===== config.mk =====
export PLATFORM = sky130hd
export DESIGN_NAME = pcor_ctrl
export DESIGN_NICKNAME = d
export VERILOG_FILES = /design/src/rtl/core/pcor_pkg.sv /design/src/rtl/core/pcor_ctrl.sv
export SDC_FILE = /design/constraint.sdc
export NUM_CORES = 1
export LEC_CHECK = 0
export CAP_MARGIN = 10
export CORE_AREA = 2 2 39 41
export CTS_BUF_LIST = sky130_fd_sc_hd__clkbuf_4 sky130_fd_sc_hd__clkbuf_8 sky130_fd_sc_hd__clkbuf_16
export DETAILED_ROUTE_END_ITERATION = 10
export DIE_AREA = 0 0 41 43
export DONT_BUFFER_PORTS = 1
export PLACE_DENSITY_LB_ADDON = 0.1
export SLEW_MARGIN = 20
export SYNTH_ARGS = -nofsm -noshare
export SYNTH_HDL_FRONTEND = slang
export SYNTH_SLANG_ARGS = --single-unit

===== constraint.sdc =====
create_clock -name clk -period 2.15 [get_ports clk]
set_input_delay 0.1075 -clock clk [delete_from_list [all_inputs] [get_ports clk]]
set_output_delay 0.1075 -clock clk [all_outputs]
set_load 0.02 [all_outputs]

===== src/rtl/core/pcor_pkg.sv =====
// Shared types, widths and operation codes for the Pearson correlation block.
`timescale 1ns / 1ps
`default_nettype none
package pcor_pkg;

    // Default pair capacity of the sample stores.
    localparam int MAX_PAIRS_DEF = 1024;

    // Field widths.
    localparam int DATA_W  = 16;
    localparam int COUNT_W = 11;
    localparam int COEF_W  = 16;

    // Arithmetic widths, sized for the largest supported capacity of 65536 pairs.
    localparam int SUM_W  = 33;   // running sum of one series
    localparam int SQ_W   = 48;   // sum of squares or cross products
    localparam int WIDE_W = 64;   // scaled variance and covariance terms
    localparam int PROD_W = 128;  // product of two wide terms
    localparam int K_W    = 15;   // rounded coefficient magnitude, 0 to 16384

    // Wide multiply operations, in the order the controller issues them.
    localparam int OP_W = 3;
    localparam logic [OP_W-1:0] OP_N_SXX  = 3'd0;
    localparam logic [OP_W-1:0] OP_SX_SX  = 3'd1;
    localparam logic [OP_W-1:0] OP_N_SYY  = 3'd2;
    localparam logic [OP_W-1:0] OP_SY_SY  = 3'd3;
    localparam logic [OP_W-1:0] OP_N_SXY  = 3'd4;
    localparam logic [OP_W-1:0] OP_SX_SY  = 3'd5;
    localparam logic [OP_W-1:0] OP_C_C    = 3'd6;
    localparam logic [OP_W-1:0] OP_A_B    = 3'd7;

    typedef struct packed {
        logic signed [DATA_W-1:0] x_value;
        logic signed [DATA_W-1:0] y_value;
        logic                     last_pair;
    } in_item_t;

    typedef struct packed {
        logic signed [COEF_W-1:0] coefficient;
        logic                     undefined;
        logic [COUNT_W-1:0]       pair_count;
    } out_item_t;

    // Commands from the controller to the datapath.
    typedef struct packed {
        logic            load;
        logic            walk_start;
        logic            walk_rd;
        logic            mul_start;
        logic [OP_W-1:0] mul_op;
        logic            mul_wr;
        logic [OP_W-1:0] wr_op;
        logic            root_start;
        logic            result_load;
    } cmd_t;

    // Status from the datapath to the controller.
    typedef struct packed {
        logic close_item;
        logic walk_last;
        logic pipe_empty;
        logic mul_done;
        logic var_bad;
        logic root_done;
        logic out_busy;
    } stat_t;

endpackage
`default_nettype wire


===== src/rtl/core/pcor_ctrl.sv =====
// Controller state machine that sequences loading, the walk and the wide arithmetic.
`timescale 1ns / 1ps
`default_nettype none
module pcor_ctrl (
    input  wire logic             clk,
    input  wire logic             rst_n,
    input  wire logic             in_valid,
    output logic                  in_ready,
    input  wire pcor_pkg::stat_t  stat,
    output pcor_pkg::cmd_t        cmd
);

    localparam logic [2:0] S_LOAD  = 3'd0;
    localparam logic [2:0] S_WALK  = 3'd1;
    localparam logic [2:0] S_DRAIN = 3'd2;
    localparam logic [2:0] S_MUL   = 3'd3;
    localparam logic [2:0] S_CHECK = 3'd4;
    localparam logic [2:0] S_ROOT  = 3'd5;
    localparam logic [2:0] S_FIN   = 3'd6;

    logic [2:0]                 state_reg;
    logic [2:0]                 state_next;
    logic [pcor_pkg::OP_W-1:0]  op_reg;
    logic [pcor_pkg::OP_W-1:0]  op_next;

    always_ff @(posedge clk or negedge rst_n)
    begin
        if (!rst_n)
        begin
            state_reg <= S_LOAD;
            op_reg    <= pcor_pkg::OP_N_SXX;
        end
        else
        begin
            state_reg <= state_next;
            op_reg    <= op_next;
        end
    end

    assign in_ready = (state_reg == S_LOAD);

    // Next state and command decode.
    always_comb
    begin
        state_next = state_reg;
        op_next    = op_reg;
        cmd        = '0;
        cmd.wr_op  = op_reg;
        unique case (state_reg)
            S_LOAD:
            begin
                cmd.load = in_valid;
                if (in_valid && stat.close_item)
                begin
                    cmd.walk_start = 1'b1;
                    state_next     = S_WALK;
                end
            end
            S_WALK:
            begin
                cmd.walk_rd = 1'b1;
                if (stat.walk_last)
                begin
                    state_next = S_DRAIN;
                end
            end
            S_DRAIN:
            begin
                if (stat.pipe_empty)
                begin
                    cmd.mul_start = 1'b1;
                    cmd.mul_op    = pcor_pkg::OP_N_SXX;
                    op_next       = pcor_pkg::OP_N_SXX;
                    state_next    = S_MUL;
                end
            end
            S_MUL:
            begin
                if (stat.mul_done)
                begin
                    cmd.mul_wr = 1'b1;
                    if (op_reg == pcor_pkg::OP_SX_SY)
                    begin
                        state_next = S_CHECK;
                    end
                    else if (op_reg == pcor_pkg::OP_A_B)
                    begin
                        cmd.root_start = 1'b1;
                        state_next     = S_ROOT;
                    end
                    else
                    begin
                        op_next       = op_reg + 1'b1;
                        cmd.mul_start = 1'b1;
                        cmd.mul_op    = op_reg + 1'b1;
                    end
                end
            end
            S_CHECK:
            begin
                if (stat.var_bad)
                begin
                    state_next = S_FIN;
                end
                else
                begin
                    cmd.mul_start = 1'b1;
                    cmd.mul_op    = pcor_pkg::OP_C_C;
                    op_next       = pcor_pkg::OP_C_C;
                    state_next    = S_MUL;
                end
            end
            S_ROOT:
            begin
                if (stat.root_done)
                begin
                    state_next = S_FIN;
                end
            end
            S_FIN:
            begin
                if (!stat.out_busy)
                begin
                    cmd.result_load = 1'b1;
                    state_next      = S_LOAD;
                end
            end
            default:
            begin
                state_next = S_LOAD;
            end
        endcase
    end

endmodule
`default_nettype wire


## Word-level counts from Yosys, hierarchy flattened

Cells that the tools add are included.

- $add $sub $neg: 1
- Eq/ne operators: 18
- Multiplexer cells: 32
- Reduce and logical (&&, ||, !) cells: 5

Operators with widths:

| cell | number |
|---|---|
| two-way mux 3 bit | 14 |
| one-hot mux 3 bit (7 select lines) | 1 |
| two-way mux 4 bit | 4 |
| != test 2 bit, second input constant | 8 |
| == test 3 bit, second input constant | 5 |
| one-hot mux 4 bit (3 select lines) | 1 |
| two-way mux 1 bit | 9 |
| one-hot mux 3 bit (3 select lines) | 1 |
| AND reduction 7 bit | 1 |
| == test 3 x 2 -> 1 bit, second input constant | 2 |
| AND reduction 6 bit | 1 |
| two-way mux 5 bit | 1 |
| adder 3 x 1 -> 3 bit, second input constant | 1 |
| == test 3 x 1 -> 1 bit, second input constant | 1 |
| logical NOT 3 bit | 1 |
| != test 3 bit, second input constant | 1 |
| nonzero test 3 bit | 1 |
| two-way mux 2 bit | 1 |
| != test 2 x 1 -> 1 bit, second input constant | 1 |
| logical AND 1 bit | 1 |

- Register bits: 6
- Input bits: 10
- Output and inout bits: 14
- Word-level logic and storage cells: 58

## Depth between registers and ports, before layout

- Depth in word-level cells: 5
- Mapped depth: 6
- Gate-level depth less buffers: 6

## Worst setup path before layout

Ideal clock, no wire load.

- Path type: register to output
- Start: register op_reg[0] (netlist name)
- End: output cmd[7] (netlist name)
- Arrival: 1800 ps
- Required time: 2043 ps
- Slack: 242 ps
- Stages on the path, launching flop included: 6
- Path buffers: 0
- Path through: dfrtp_1 > ha_1 > ha_1 > nor3b_4 > nand2_1 > o21ai_0

RTL lines:

| what | line | RTL |
|---|---|---|
| start, declared | pcor_ctrl.sv:23 | `logic [pcor_pkg::OP_W-1:0] op_reg;` |
| start signal, assigned | pcor_ctrl.sv:31 | `op_reg <= pcor_pkg::OP_N_SXX;` |
| start signal, assigned | pcor_ctrl.sv:36 | `op_reg <= op_next;` |
| end, declared | pcor_ctrl.sv:10 | `output pcor_pkg::cmd_t cmd` |

==> flow_metrics.tcl <==
set metrics [dict create \
    clock-root-buffer "clkbuf_4" \
    yosys.area_share.simple_pct 33.1 \
    diodes 0 \
    syn_to_final_growth_pct 15.9 \
    synth.most_common_cell "nand2_1" \
    outcome "finished clean" \
    rsz0062_at_grt "false" \
    startpoint_type "flop" \
    grt_use_total_pct 16.1 \
    synthTopCellsByCount "8 x nand2_1, 7 x nor2_1, 6 x dfrtp_1" \
    dieArea_sq_um 1760 \
    drive_gt1_share_pct 24.3 \
    max-vdd-ir-drop_mv 0.596 \
    grt_pass1_vias 451 \
    reg2reg_depth 6 \
    path_max_fanout 3 \
    yosys-top-cells-area "dfrtp_1 26%, ha_1 6.5%, mux2_4 5.2%" \
    port_buffers 0 \
    power_switching_uw 465 \
    wl_per_cell_microns 13.3 \
    cellPowerDensity_nw_per_um2 1460 \
    min_period_over_period_pct 88.2 \
    dp_hpwl_microns 984 \
    synth_top_family_by_area "simple AND/OR/NAND/NOR gates" \
    cts.clk_slew.worst_paths_ns 0.04 \
    clkPwrFrac_pct 10.1 \
    viasPerCell 5.53 \
    ys_warn_count 0 \
    fmax_ghz 0.527 \
    max_slew_margin_pct 56.9 \
    core_area_sq_um 1380 \
    r2r_start "op_reg[1]" \
    path_class "flop to output pin" \
    swShare_pct 47.2 \
    initial_core_util_pct 42.0 \
    syn-cell-area_sq_um 582 \
    num-nets-final 89 \
    antenna_found_initial 0 \
    cts_max_level 1 \
    synth_adder_area_share_pct 6.45 \
    reg2reg_to "op_reg[0]" \
    multiInputGateArea_sq_um 404 \
    skew_ns 0.00131 \
    cts_sinks 6 \
    synthArstFlopShare_pct 100 \
    synth-compound-area-share_pct 22.4 \
    syn_inst 66 \
    numCtsBuffers 3 \
    yosysTopAreaCell "dfrtp_1" \
    dr.pass1.iters 2 \
    slew_viol_final 0 \
    tightest_slew_ns 0.645 \
    worstPathRequired_ns 2.04 \
    io-pin-count 24 \
    synthesis.nets 79 \
    grt_max_degree 17 \
    cts_buffer_depth 2 \
    design_area_sq_um 674 \
    synth_cell_type_count 28 \
    drtIter0Drc 6 \
    synth-edff-count 0 \
    power.leakage_uw 0.000317 \
    synth-seq-area-share_pct 25.8 \
    internal_power_uw 520 \
    cts_tree "built" \
    comb_power_share_pct 65.8 \
    worstHoldStart "stat[3]" \
    final_hold_viol_count 0 \
    via_count 498 \
    ys_ff_latch 6 \
    cap_violations 0 \
    holdPathEnd "op_reg[1]" \
    synth.top_cell.area_share_pct 25.8 \
    crit_arrival_ns 1.79 \
    clk_latency_ns 0.24 \
    synth_area_per_cell_sq_um 8.82 \
    place.gp.congestion 0.712 \
    yosys-mux-area-fraction_pct 7.10 \
    register_area_sq_um 150 \
    synthXorXnorAreaFrac_pct 0 \
    wl_microns 1200 \
    n_fill_cell 149 \
    synthFlopType "dfrtp_1" \
    num_rows 14 \
    die_x_microns 41 \
    drc 0 \
    hp-class "input port to flop" \
    p_seq_share_pct 24.1 \
    fp.dieH_microns 43 \
    setup_viol 0 \
    drtAntennaViolNets 0 \
    ff2ff_setup_slack_ns 0.28 \
    placed_area_sq_um 632 \
    min_period_ns 1.90 \
    critPathCaptureType "output pin" \
    grt_pass1_wl_microns 1870 \
    setup_tns_ns 0 \
    hold_depth 2 \
    overflow 0 \
]
cell families after synthesis:
family	after synthesis
and+or+nand+nor	31
AOI/OAI and AO/OA	16
buffers and inverters	7
DFF	6
muxes	3
adders and majority gates	3
worst max-delay path by stage:
stage / cells past startpoint / slack [ns] / to / startpoint
after floorplan: 5 / 0.24 / cmd[7] / op_reg[0]
after global placement: 5 / 0.31 / op_reg[0] / op_reg[1]
after detailed placement: 5 / 0.27 / op_reg[2] / op_reg[1]
after CTS: 6 / 0.09 / cmd[7] / op_reg[1]
after global routing: 6 / 0.15 / cmd[7] / op_reg[1]
final: 6 / 0.25 / cmd[7] / op_reg[1]
per-stage QoR:
step                hold slack [ns]  util [%]  power, uW  worst slack (ns)  std cells
CTS                           0.110      48.0        977            0.0881         89
global route                  0.168      48.7       1080             0.155         90
detailed placement           -0.188      45.7        868             0.275         85
floorplan                    -0.188         -        737             0.242         66
global placement             -0.188      45.7        863             0.312         85
finish                        0.138      48.7        984             0.254         90
layout by cell type (no fill, tap or decap):
cell           Yosys  final
nand2_1            8      8
buf_4              0      7
nor2_1             7      6
dfrtp_1            6      6
o21ai_0            5      5
inv_1              4      4
nor3b_1            3      3
nand2b_1           3      3
ha_1               3      3
clkbuf_4           0      3
o22a_1             2      2
and2_1             2      2
a21oi_1            2      2
a31oi_1            2      2
mux2_4             2      2
nor3_1             1      1
nand3b_4           1      1
nor3b_4            1      1
or3_1              1      1
o2bb2ai_4          1      1
nor2_2             0      1
and3_1             1      1
nor4bb_1           1      1
and3b_1            1      1
mux2_2             1      1
a2bb2oi_2          1      1
a21boi_0           1      1
nand3b_1           1      1
o221ai_1           1      1
o22ai_1            1      1
dlygate4sd3_1      0      1
power by group through the flow:
stage                     combinational [uW]  sequential, uW  clock, uW
after floorplan                          505             232          0
after global placement                   625             239          0
after detailed placement                 627             241          0
after CTS                                631             239        107
after global routing                     716             246        117
final                                    648             237       99.8
repair_timing:
| action | 4_1_cts | 5_1_grt |
|---|---|---|
| setup buffers | 0 | 1 |
| endpoints found under the hold margin | 6 | 0 |
| setup endpoints to repair | 0 | 2 |
| hold buffers | 1 | 0 |
| resized for setup | 0 | 1 |
final cells by class:
class / instances / area share (%)
multi-input cells: 53 / 59.9
flip-flops and latches: 6 / 22.3
repair buffers: 8 / 9.28
clock buffers: 3 / 3.34
well taps: 16 / 2.97
inverters: 4 / 2.23
routing by layer:
metal	wire, microns	track usage [%]	up-vias	part of all wire (%)
li1	-	-	254	-
met1	526	16.6	228	44
met2	599	27.5	16	50
met3	72	9.42	0	6.0
met4	0	2.00	0	0
met5	0	0	-	0
worst max-delay path, stage by stage (launching register included):
cell	delay (ns)
dfrtp_1	0.46
ha_1	0.23
ha_1	0.22
nor3b_4	0.19
nand2_1	0.12
o21ai_0	0.17
buf_4	0.17
Note: power is estimated with default switching activity, not from simulation.
